[config.mk]
export PLATFORM = sky130hd
export DESIGN_NAME = rhpt_ctrl
export DESIGN_NICKNAME = d
export VERILOG_FILES = /design/src/rtl/core/rhpt_pkg.sv /design/src/rtl/core/rhpt_ctrl.sv
export SDC_FILE = /design/constraint.sdc
export NUM_CORES = 1
export LEC_CHECK = 0
export BUFFER_PORTS_ARGS = -buffer_cell sky130_fd_sc_hd__buf_2
export CAP_MARGIN = 20
export CORE_ASPECT_RATIO = 0.8
export CORE_MARGIN = 2
export CORE_UTILIZATION = 46
export DETAILED_ROUTE_END_ITERATION = 8
export PLACE_DENSITY_LB_ADDON = 0.25
export SYNTH_ARGS = -nofsm -noshare
export SYNTH_HDL_FRONTEND = slang
export SYNTH_SLANG_ARGS = --single-unit
export TNS_END_PERCENT = 10
[constraint.sdc]
create_clock -name clk_i -period 2.6 [get_ports clk_i]
set_input_delay 0.52 -clock clk_i [delete_from_list [all_inputs] [get_ports clk_i]]
set_output_delay 0.52 -clock clk_i [all_outputs]
set_load 0.01 [all_outputs]
[src/rtl/core/rhpt_pkg.sv]
// Shared constants, codes and control/status structs of the pointer table.
// No dependencies; every other file of the core imports this package.
`timescale 1ns / 1ps

package rhpt_pkg;

  localparam int SLOTS   = 1024;
  localparam int IDX_W   = $clog2(SLOTS);
  localparam int CNT_W   = $clog2(SLOTS + 1);
  localparam int W1      = IDX_W + 1;
  localparam int KEY_W   = 64;
  localparam int SIZE_W  = 32;
  localparam int OCC_W   = 11;
  localparam int CFG_W   = 11;
  localparam int MODE_W  = 2;
  localparam int STEP_W  = 7;
  localparam int HASH_STEPS = KEY_W;

  localparam logic [CFG_W-1:0]  SLOTS_RESET = 11'd1024;
  localparam logic [MODE_W-1:0] MODE_RESET  = 2'd1;

  localparam logic CFG_SLOTS = 1'b0;
  localparam logic CFG_MODE  = 1'b1;

  localparam logic [31:0] C_SIMPLE = 32'h045d9f3b;
  localparam logic [31:0] C_GOLDEN = 32'd2654435761;
  localparam logic [63:0] C_MIX1   = 64'h7ed55d16;
  localparam logic [63:0] C_MIX2   = 64'hc761c23c;
  localparam logic [63:0] C_MIX3   = 64'h165667b1;
  localparam logic [63:0] C_MIX4   = 64'hd3a2646c;
  localparam logic [63:0] C_MIX5   = 64'hfd7046c5;
  localparam logic [63:0] C_MIX6   = 64'hb55a4f09;

  typedef enum logic [1:0] {
    K_INSERT = 2'd0,
    K_LOOKUP = 2'd1,
    K_REMOVE = 2'd2,
    K_UPDATE = 2'd3
  } kind_e;

  typedef enum logic [1:0] {
    ST_DONE     = 2'd0,
    ST_PRESENT  = 2'd1,
    ST_NOTFOUND = 2'd2,
    ST_FULL     = 2'd3
  } status_e;

  typedef enum logic [2:0] {
    POS_HOLD,
    POS_HOME,
    POS_NEXT,
    POS_INC,
    POS_HOLE_NEXT
  } pos_sel_e;

  typedef enum logic [2:0] {
    WR_NONE,
    WR_CLEAR,
    WR_CARRY,
    WR_BYTES,
    WR_COPY,
    WR_HOLE_CLR
  } wr_sel_e;

  typedef enum logic {
    REM_HASH,
    REM_HOME
  } rem_sel_e;

  typedef struct packed {
    logic     latch;
    logic     mix_start;
    logic     rem_start;
    rem_sel_e rem_sel;
    logic     home_load;
    pos_sel_e pos_sel;
    logic     cnt_clr;
    logic     cnt_inc;
    logic     dist_load;
    wr_sel_e  wr_sel;
    logic     carry_init;
    logic     carry_swap;
    logic     d_step;
    logic     hole_load;
    logic     room_set;
    logic     res_found;
    logic     res_bytes_op;
    logic     res_status_we;
    status_e  res_status;
    logic     total_inc;
    logic     total_dec;
  } dp_cmd_t;

  typedef struct packed {
    logic  mix_done;
    logic  rem_done;
    logic  empty;
    logic  key_eq;
    logic  dist_lt_cnt;
    logic  carry_ge;
    logic  dist_zero;
    logic  cnt_last;
    logic  nx_is_hole;
    logic  clr_last;
    logic  room;
    kind_e kind;
  } dp_stat_t;

endpackage

[src/rtl/core/rhpt_ctrl.sv]
// Operation sequencer: clearing pass, hashing, find, room scan, insert with
// displacement, backward-shift remove and size update. Drives rhpt_datapath. Uses rhpt_pkg.
`timescale 1ns / 1ps

module rhpt_ctrl import rhpt_pkg::*; (
  input  logic     clk_i,
  input  logic     rst_ni,
  input  logic     start_i,
  input  dp_stat_t stat_i,
  output dp_cmd_t  cmd_o,
  output logic     busy_o,
  output logic     done_o
);

  localparam logic [4:0] S_CLR    = 5'd0;
  localparam logic [4:0] S_IDLE   = 5'd1;
  localparam logic [4:0] S_MIX    = 5'd2;
  localparam logic [4:0] S_HREM   = 5'd3;
  localparam logic [4:0] S_F_INIT = 5'd4;
  localparam logic [4:0] S_F_RD   = 5'd5;
  localparam logic [4:0] S_F_EV   = 5'd6;
  localparam logic [4:0] S_F_DW   = 5'd7;
  localparam logic [4:0] S_F_CK   = 5'd8;
  localparam logic [4:0] S_FOUND  = 5'd9;
  localparam logic [4:0] S_NOTF   = 5'd10;
  localparam logic [4:0] S_S_INIT = 5'd11;
  localparam logic [4:0] S_S_RD   = 5'd12;
  localparam logic [4:0] S_S_EV   = 5'd13;
  localparam logic [4:0] S_I_INIT = 5'd14;
  localparam logic [4:0] S_I_RD   = 5'd15;
  localparam logic [4:0] S_I_EV   = 5'd16;
  localparam logic [4:0] S_I_DW   = 5'd17;
  localparam logic [4:0] S_I_CK   = 5'd18;
  localparam logic [4:0] S_R_NX   = 5'd19;
  localparam logic [4:0] S_R_RD   = 5'd20;
  localparam logic [4:0] S_R_EV   = 5'd21;
  localparam logic [4:0] S_R_DW   = 5'd22;
  localparam logic [4:0] S_R_CK   = 5'd23;
  localparam logic [4:0] S_R_END  = 5'd24;
  localparam logic [4:0] S_OUT    = 5'd25;

  logic [4:0] state_q, state_d;

  always_comb begin
    cmd_o   = '0;
    state_d = state_q;
    unique case (state_q)
      S_CLR: begin
        cmd_o.wr_sel  = WR_CLEAR;
        cmd_o.pos_sel = POS_INC;
        if (stat_i.clr_last) state_d = S_IDLE;
      end
      S_IDLE: begin
        if (start_i) begin
          cmd_o.latch     = 1'b1;
          cmd_o.mix_start = 1'b1;
          state_d         = S_MIX;
        end
      end
      S_MIX: begin
        if (stat_i.mix_done) begin
          cmd_o.rem_start = 1'b1;
          cmd_o.rem_sel   = REM_HASH;
          state_d         = S_HREM;
        end
      end
      S_HREM: begin
        if (stat_i.rem_done) begin
          cmd_o.home_load = 1'b1;
          state_d         = S_F_INIT;
        end
      end
      S_F_INIT, S_S_INIT, S_I_INIT: begin
        cmd_o.pos_sel    = POS_HOME;
        cmd_o.cnt_clr    = 1'b1;
        cmd_o.carry_init = (state_q == S_I_INIT);
        state_d = (state_q == S_F_INIT) ? S_F_RD :
                  (state_q == S_S_INIT) ? S_S_RD : S_I_RD;
      end
      S_F_RD: state_d = S_F_EV;
      S_F_EV: begin
        if (stat_i.empty) begin
          cmd_o.room_set = 1'b1;
          state_d        = S_NOTF;
        end else begin
          cmd_o.rem_start = 1'b1;
          cmd_o.rem_sel   = REM_HOME;
          state_d         = S_F_DW;
        end
      end
      S_F_DW, S_I_DW, S_R_DW: begin
        cmd_o.rem_sel = REM_HOME;
        if (stat_i.rem_done) begin
          cmd_o.dist_load = 1'b1;
          state_d = (state_q == S_F_DW) ? S_F_CK :
                    (state_q == S_I_DW) ? S_I_CK : S_R_CK;
        end
      end
      S_F_CK: begin
        if (stat_i.dist_lt_cnt) begin
          state_d = S_NOTF;
        end else if (stat_i.key_eq) begin
          state_d = S_FOUND;
        end else if (stat_i.cnt_last) begin
          state_d = S_NOTF;
        end else begin
          cmd_o.pos_sel = POS_NEXT;
          cmd_o.cnt_inc = 1'b1;
          state_d       = S_F_RD;
        end
      end
      S_FOUND: begin
        cmd_o.res_found = 1'b1;
        cmd_o.cnt_clr   = 1'b1;
        state_d         = S_OUT;
        unique case (stat_i.kind)
          K_INSERT: begin
            cmd_o.res_status_we = 1'b1;
            cmd_o.res_status    = ST_PRESENT;
          end
          K_UPDATE: begin
            cmd_o.wr_sel       = WR_BYTES;
            cmd_o.res_bytes_op = 1'b1;
          end
          K_REMOVE: begin
            cmd_o.hole_load = 1'b1;
            state_d         = S_R_NX;
          end
          default: state_d = S_OUT;
        endcase
      end
      S_NOTF: begin
        if (stat_i.kind != K_INSERT) begin
          cmd_o.res_status_we = 1'b1;
          cmd_o.res_status    = ST_NOTFOUND;
          state_d             = S_OUT;
        end else begin
          state_d = stat_i.room ? S_I_INIT : S_S_INIT;
        end
      end
      S_S_RD: state_d = S_S_EV;
      S_S_EV: begin
        if (stat_i.empty) begin
          state_d = S_I_INIT;
        end else if (stat_i.cnt_last) begin
          cmd_o.res_status_we = 1'b1;
          cmd_o.res_status    = ST_FULL;
          state_d             = S_OUT;
        end else begin
          cmd_o.pos_sel = POS_NEXT;
          cmd_o.cnt_inc = 1'b1;
          state_d       = S_S_RD;
        end
      end
      S_I_RD: state_d = S_I_EV;
      S_I_EV: begin
        if (stat_i.empty) begin
          cmd_o.wr_sel    = WR_CARRY;
          cmd_o.total_inc = 1'b1;
          state_d         = S_OUT;
        end else begin
          cmd_o.rem_start = 1'b1;
          cmd_o.rem_sel   = REM_HOME;
          state_d         = S_I_DW;
        end
      end
      S_I_CK: begin
        if (stat_i.carry_ge) begin
          cmd_o.wr_sel     = WR_CARRY;
          cmd_o.carry_swap = 1'b1;
        end
        cmd_o.d_step  = 1'b1;
        cmd_o.pos_sel = POS_NEXT;
        cmd_o.cnt_inc = 1'b1;
        state_d       = stat_i.cnt_last ? S_OUT : S_I_RD;
      end
      S_R_NX: begin
        cmd_o.pos_sel = POS_HOLE_NEXT;
        state_d       = S_R_RD;
      end
      S_R_RD: state_d = S_R_EV;
      S_R_EV: begin
        if (stat_i.nx_is_hole || stat_i.empty) begin
          state_d = S_R_END;
        end else begin
          cmd_o.rem_start = 1'b1;
          cmd_o.rem_sel   = REM_HOME;
          state_d         = S_R_DW;
        end
      end
      S_R_CK: begin
        if (stat_i.dist_zero) begin
          state_d = S_R_END;
        end else begin
          cmd_o.wr_sel    = WR_COPY;
          cmd_o.hole_load = 1'b1;
          cmd_o.cnt_inc   = 1'b1;
          state_d         = stat_i.cnt_last ? S_R_END : S_R_NX;
        end
      end
      S_R_END: begin
        cmd_o.wr_sel    = WR_HOLE_CLR;
        cmd_o.total_dec = 1'b1;
        state_d         = S_OUT;
      end
      S_OUT: state_d = S_IDLE;
      default: state_d = S_IDLE;
    endcase
  end

  always_ff @(posedge clk_i or negedge rst_ni) begin
    if (!rst_ni) begin
      state_q <= S_CLR;
    end else begin
      state_q <= state_d;
    end
  end

  assign busy_o = (state_q != S_IDLE);
  assign done_o = (state_q == S_OUT);

endmodule

==> results of run 1 <==
[cell usage in the layout, fill, tap and decap left out, drive strengths merged, types with 3 or more instances in the layout]
cell,instances
nand2b,7
o21ai,12
o21a,3
a22oi,4
inv,8
nor2,21
nor3b,6
and3,6
a21oi,10
nor3,5
a211oi,3
nand2,18
clkbuf,4
dfrtp,5
nor2b,10
nand3,4
buf,53
[logic make-up after synthesis]
group	Yosys count	synth area share, %
simple gates	92	41.4
mux	1	0.798
xor+xnor	3	2.10
compound gates	57	34.3
flops	5	9.98
buf+inv	26	11.4
[power by group through the flow]
stage | Sequential (mW) | Combinational (mW) | Clock (mW)
3_3_place_gp | 0.237 | 1.06 | 0
3_5_place_dp | 0.239 | 1.07 | 0
6_report | 0.247 | 1.09 | 0.0951
4_1_cts | 0.239 | 1.07 | 0.0922
2_1_floorplan | 0.130 | 0.895 | 0
5_1_grt | 0.259 | 1.20 | 0.103
[area by class of cell]
type	count	area (um^2)
multi-input combinational	153	986
tap	36	45.0
timing repair buffer	53	290
fill	259	1020
clock buffer	4	26.3
inverter	8	30.0
sequential	5	129
[how the worst max path moves through the flow]
| stage | startpoint | to | slack [ps] |
|---|---|---|---|
| after CTS | state_q[4]$_DFFE_PN0P_ | cmd_o[15] | 90 |
| final | state_q[3]$_DFFE_PN0P_ | cmd_o[14] | 190 |
| after global routing | state_q[1]$_DFFE_PN0P_ | cmd_o[13] | 10 |
| after detailed placement | state_q[4]$_DFFE_PN0P_ | cmd_o[15] | 360 |
| after floorplan | state_q[0]$_DFFE_PN0P_ | cmd_o[23] | 570 |
| after global placement | state_q[4]$_DFFE_PN0P_ | cmd_o[15] | 410 |
[cell usage after synthesis (all sizes together), types with 3 or more instances]
master / instances
inv: 8
o21a: 3
nand2: 18
nor2: 21
nor3b: 6
clkbuf: 3
a22oi: 4
buf: 15
a211oi: 3
nor3: 5
dfrtp: 5
nand3: 4
a21oi: 10
and3: 6
o21ai: 12
nand2b: 7
nor2b: 10
[per-layer routing]
layer / vias up / wire, um / track usage, %
met5: - / 0 / 0
met4: 0 / 37 / 7.04
met3: 4 / 494 / 5.16
met2: 100 / 1890 / 46.9
met1: 696 / 1730 / 35.8
li1: 745 / - / -
[per-stage QoR]
| stage | utilization [%] | worst slack (ps) |
|---|---|---|
| 2_1_floorplan | - | 570 |
| 3_3_place_gp | 58.5 | 406 |
| 3_5_place_dp | 58.5 | 363 |
| 4_1_cts | 59.6 | 93.1 |
| 5_1_grt | 59.7 | 12.2 |
| 6_report | 59.7 | 187 |
==> summary.md, run 1 <==
| Metric | Value |
|---|---|
| Main synth FF type | `dfrtp_1` |
| Post-Layout Cell Count | `259` |
| Fin. Hold Viols | `0` |
| Tcrit/Tclk final | `92.8%` |
| Area share of the largest cell type after synthesis | `9.98%` |
| Top cell family by delay on the critical path | `simple AND/OR/NAND/NOR gates` |
| # nets final | `240` |
| Design area | `1510 um^2` |
| GRT overflow | `0` |
| DR vias/cell | `5.97` |
| Final hold slack | `67.8 ps` |
| Unrepaired setup endpoints after global routing | `false` |
| Io pins | `44` |
| Total power | `1.43 mW` |
| Number of detailed-route iterations in the first pass | `5` |
| Core ar. | `2520 um^2` |
| HPWL after DPL | `3130 um` |
| Largest Register | `state_q` |
| Logic pwr share | `76.0%` |
| Die Area | `3160 um^2` |
| Yosys cell types | `63` |
| Crit Reg-Reg Endpoint | `state_q[1]$_DFFE_PN0P_` |
| Slew margin rel. | `64.5%` |
| Total GRT Usage | `27.4%` |
| Leading area contributor after synthesis | `dfrtp_1` |
| Port Buffers | `43` |
| CP Capture Type | `output port` |
| Synthesis-to-finish area growth | `20.2%` |
| Mapped Area | `1250 um^2` |
| Placer Congestion | `0.945` |
| Clock latency on the worst-skew pair | `250 ps` |
| Die X | `62.4 um` |
| Routed wire length | `4150 um` |
| Initial antenna violation count | `0` |
| Setup Fix Bufs, Post-CTS | `0` |
| CTS tree | `yes` |
| DRT iter0 DRCs | `141` |
| Share of post-route cells with drive strength above 1 | `32.3%` |
| Reg-to-reg startpoint | `state_q[3]$_DFFE_PN0P_` |
| Dpl cell area | `1480 um^2` |
| Sw power | `0.785 mW` |
| Clk pwr share | `6.7%` |
| Fmax | `0.415 GHz` |
| Avg Cell Area, Syn | `6.81 um^2` |
| Cts bufs inserted | `3` |
| Status | `complete, no violations` |
| Clock Skew | `9.13 ps` |
| Initial Utilization | `49.7%` |
| Worst Path Max Fanout | `26` |
| Hold_buf cts | `0` |
| Worst-Margin Slew | `526 ps` |
| Largest registers | `state_q x5` |
| Maximum clock path buffer count | `2` |
| Ys Warns | `0` |
| Via count | `1,545` |
| Worst path max stage delay | `510 ps` |
| Largest net degree at the start of global routing | `27` |
| Worst Reg2Reg Path Length in Cells | `6` |
| Max cap viols | `0` |
| Root Buffer | `clkbuf_4` |
| Post-route ant nets | `0` |
| Worst endpoint data arrival time | `1890 ps` |
| Number of diodes | `0` |
| Cells along the critical path | `buf_4 > nor2b_1 > and3_1 > nand2b_1 > buf_2` |
| Vias in the first global route | `1,507` |
| Final Slew Violations | `0` |
| Placed Instances | `255` |
| WS Path Type | `reg -> out` |
| Sequential area share after synthesis | `9.98%` |
| Register share of total power | `17.3%` |
| # setup viols final | `0` |
| Post-synth ARST share | `100%` |
| Max reg flops | `5` |
| Synthesized flop and latch total | `5` |
| IR drop worst, VDD | `0.341 mV` |
| First-pass GRT wire length | `7040 um` |
| Routed wire per std cell | `16.0 um` |
| Post-cts repair resize count | `0` |
| Clk sinks | `5` |
| Cell with the largest stage delay on the worst path | `dfrtp_1` |
| Post-Synthesis Cells | `184` |
| Worst R2R Setup Slack | `570 ps` |
| Buffers & Inverters on Critical Path | `2` |
| Synth top area cells | `dfrtp_1 (10%), nor2_1 (6.0%), nand2_1 (5.1%), nor2b_1 (5.0%), o21ai_0 (4.8%)` |
| Final TNS setup | `0 ps` |
| Post-Syn Nets | `200` |
| Period minus WS final | `2410 ps` |
| H-tree levels | `1` |
| Worst setup SP type | `flop` |
| Number of remaining DRC errors | `0` |
| Die height | `50.7 um` |
| Leakage | `0.756 nW` |
| Path length in cells of the critical path | `5` |
| Row Count | `16` |
| EDFF count, synth | `0` |
| Internal | `0.643 mW` |
| Clock Pin Slew Worst Setup and Hold Paths | `50 ps` |
| PwrDens | `948 nW/um^2` |
| Critical Path RT | `2080 ps` |
| Hold Crit Class | `in -> async` |
| Switching Share | `55.0%` |
(Power assumes the default switching activity.)
==> inputs of run 2 (changes only) <==
Settings changed: ABC_CLOCK_PERIOD_IN_PS set to 2600, MAX_ROUTING_LAYER set to met4.
==> run 2 against run 1 <==
Effect of this change: total power decreased by 0.62%; via count up 0.45%; worst hold slack gained 13 ps; first-iteration DRC count decreased by 32%; global-route usage is essentially flat; sequential share of layout area did not move; count of clock-buffer cells in the layout did not move; critical path depth rose by 2; maximum frequency is 1.0% lower; combinational power hardly changed; utilization unchanged; critical endpoint is now cmd_o[13].
==> summary.md, run 2 (synthesized netlist as in run 1, its figures left out) <==
| Metric | Value |
|---|---|
| Clk sinks | `5` |
| Dpl cell area | `1480 um^2` |
| Io pins | `44` |
| Core ar. | `2520 um^2` |
| Largest Register | `state_q` |
| Fmax | `0.410 GHz` |
| Status | `complete, no violations` |
| Worst Path Max Fanout | `16` |
| Design area | `1510 um^2` |
| Share of post-route cells with drive strength above 1 | `32.3%` |
| Tcrit/Tclk final | `93.8%` |
| Worst setup SP type | `flop` |
| Die Area | `3160 um^2` |
| Post-route ant nets | `0` |
| Cells along the critical path | `nor2b_1 > nand2_1 > inv_1 > nand3_1 > inv_1 > or3_1 > buf_2` |
| Cell with the largest stage delay on the worst path | `dfrtp_1` |
| Leakage | `0.756 nW` |
| Largest registers | `state_q x5` |
| GRT overflow | `0` |
| CTS tree | `yes` |
| Post-cts repair resize count | `0` |
| Vias in the first global route | `1,426` |
| Largest net degree at the start of global routing | `27` |
| Final Slew Violations | `0` |
| Port Buffers | `43` |
| Clock Pin Slew Worst Setup and Hold Paths | `40 ps` |
| CP Capture Type | `output port` |
| IR drop worst, VDD | `0.322 mV` |
| Worst path max stage delay | `670 ps` |
| Root Buffer | `clkbuf_4` |
| Final TNS setup | `0 ps` |
| # nets final | `240` |
| Total power | `1.42 mW` |
| Most frequent CP cell | `inv_1` |
| Fin. Hold Viols | `0` |
| WS Path Type | `reg -> out` |
| Slew margin rel. | `61.5%` |
| Via count | `1,552` |
| Period minus WS final | `2440 ps` |
| DR vias/cell | `5.99` |
| Routed wire per std cell | `15.6 um` |
| Setup Fix Bufs, Post-CTS | `0` |
| Most frequent cells in the layout | `buf_2 (43), nor2_1 (20), nand2_1 (17), o21ai_0 (12)` |
| DRT iter0 DRCs | `96` |
| Number of detailed-route iterations in the first pass | `4` |
| Initial antenna violation count | `0` |
| HPWL after DPL | `3180 um` |
| Row Count | `16` |
| Total GRT Usage | `27.5%` |
| Clock Skew | `1.26 ps` |
| Die X | `62.4 um` |
| Clock latency on the worst-skew pair | `240 ps` |
| Die height | `50.7 um` |
| Commonest non-fill, non-tap cell in the layout | `buf_2` |
| Routed wire length | `4050 um` |
| Max cap viols | `0` |
| Hold_buf cts | `0` |
| Synthesis-to-finish area growth | `20.2%` |
| Maximum clock path buffer count | `2` |
| Number of remaining DRC errors | `0` |
| Initial Utilization | `49.7%` |
| Worst endpoint data arrival time | `1920 ps` |
| # setup viols final | `0` |
| Unrepaired setup endpoints after global routing | `false` |
| First-pass GRT wire length | `6740 um` |
| Number of diodes | `0` |
| Critical Path RT | `2080 ps` |
| PwrDens | `942 nW/um^2` |
| Placer Congestion | `1.01` |
| Cts bufs inserted | `3` |
| Hold Crit Class | `in -> async` |
| Filler cells | `277` |
| Worst-Margin Slew | `570 ps` |
| Max reg flops | `5` |
| H-tree levels | `1` |
-- run 2: final timing paths --
path	startpoint	cells past startpoint	end	slack [ps]
worst max-delay path	state_q[1]$_DFFE_PN0P_	7	cmd_o[13]	160
min in group clk_i	stat_i[11]	4	state_q[2]$_DFFE_PN0P_	600
worst min-delay path	rst_ni	1	state_q[1]$_DFFE_PN0P_	80
max in group asynchronous	rst_ni	1	state_q[4]$_DFFE_PN0P_	2380
worst max register to register	state_q[1]$_DFFE_PN0P_	5	state_q[0]$_DFFE_PN0P_	550
worst min register to register	state_q[0]$_DFFE_PN0P_	2	state_q[0]$_DFFE_PN0P_	790
-- run 2: layout make-up --
cell class / instances / area, um^2 / area share (%)
flip-flops and latches: 5 / 129 / 8.55
multi-input cells: 153 / 986 / 65.4
clock buffers: 4 / 26.3 / 1.74
repair buffers: 53 / 290 / 19.3
well taps: 36 / 45.0 / 2.99
inverters: 8 / 30.0 / 1.99
-- run 2: routing by layer --
layer	GRT usage, %	share of wire [%]
met1	35.8	46
met2	45.8	46
met3	4.93	7.7
met4	4.44	0.35
met5	-	0
-- run 2: where the power goes --
group          total (mW)  switching (mW)  internal, mW  leakage [nW]
clock              0.0889          0.0309        0.0580        0.0150
combinational        1.09           0.612         0.474         0.679
sequential          0.244           0.133         0.111        0.0613
total                1.42           0.776         0.643         0.756
-- run 2: metrics by stage --
| step | utilization [%] | instances | setup slack [ps] | hold WS, ps |
|---|---|---|---|---|
| floorplan | - | 184 | 570 | 224 |
| global route | 59.7 | 259 | 24.9 | 63.0 |
| global placement | 58.5 | 255 | 425 | 334 |
| finish | 59.7 | 259 | 162 | 80.9 |
| CTS | 59.6 | 259 | 111 | 79.7 |
| detailed placement | 58.5 | 255 | 389 | 337 |
-- run 2: critical path: cells and delay by family, from the launching register on --
family | cells | cell delay, ps
buf+inv | 3 | 300
flops | 1 | 670
simple gates | 4 | 710
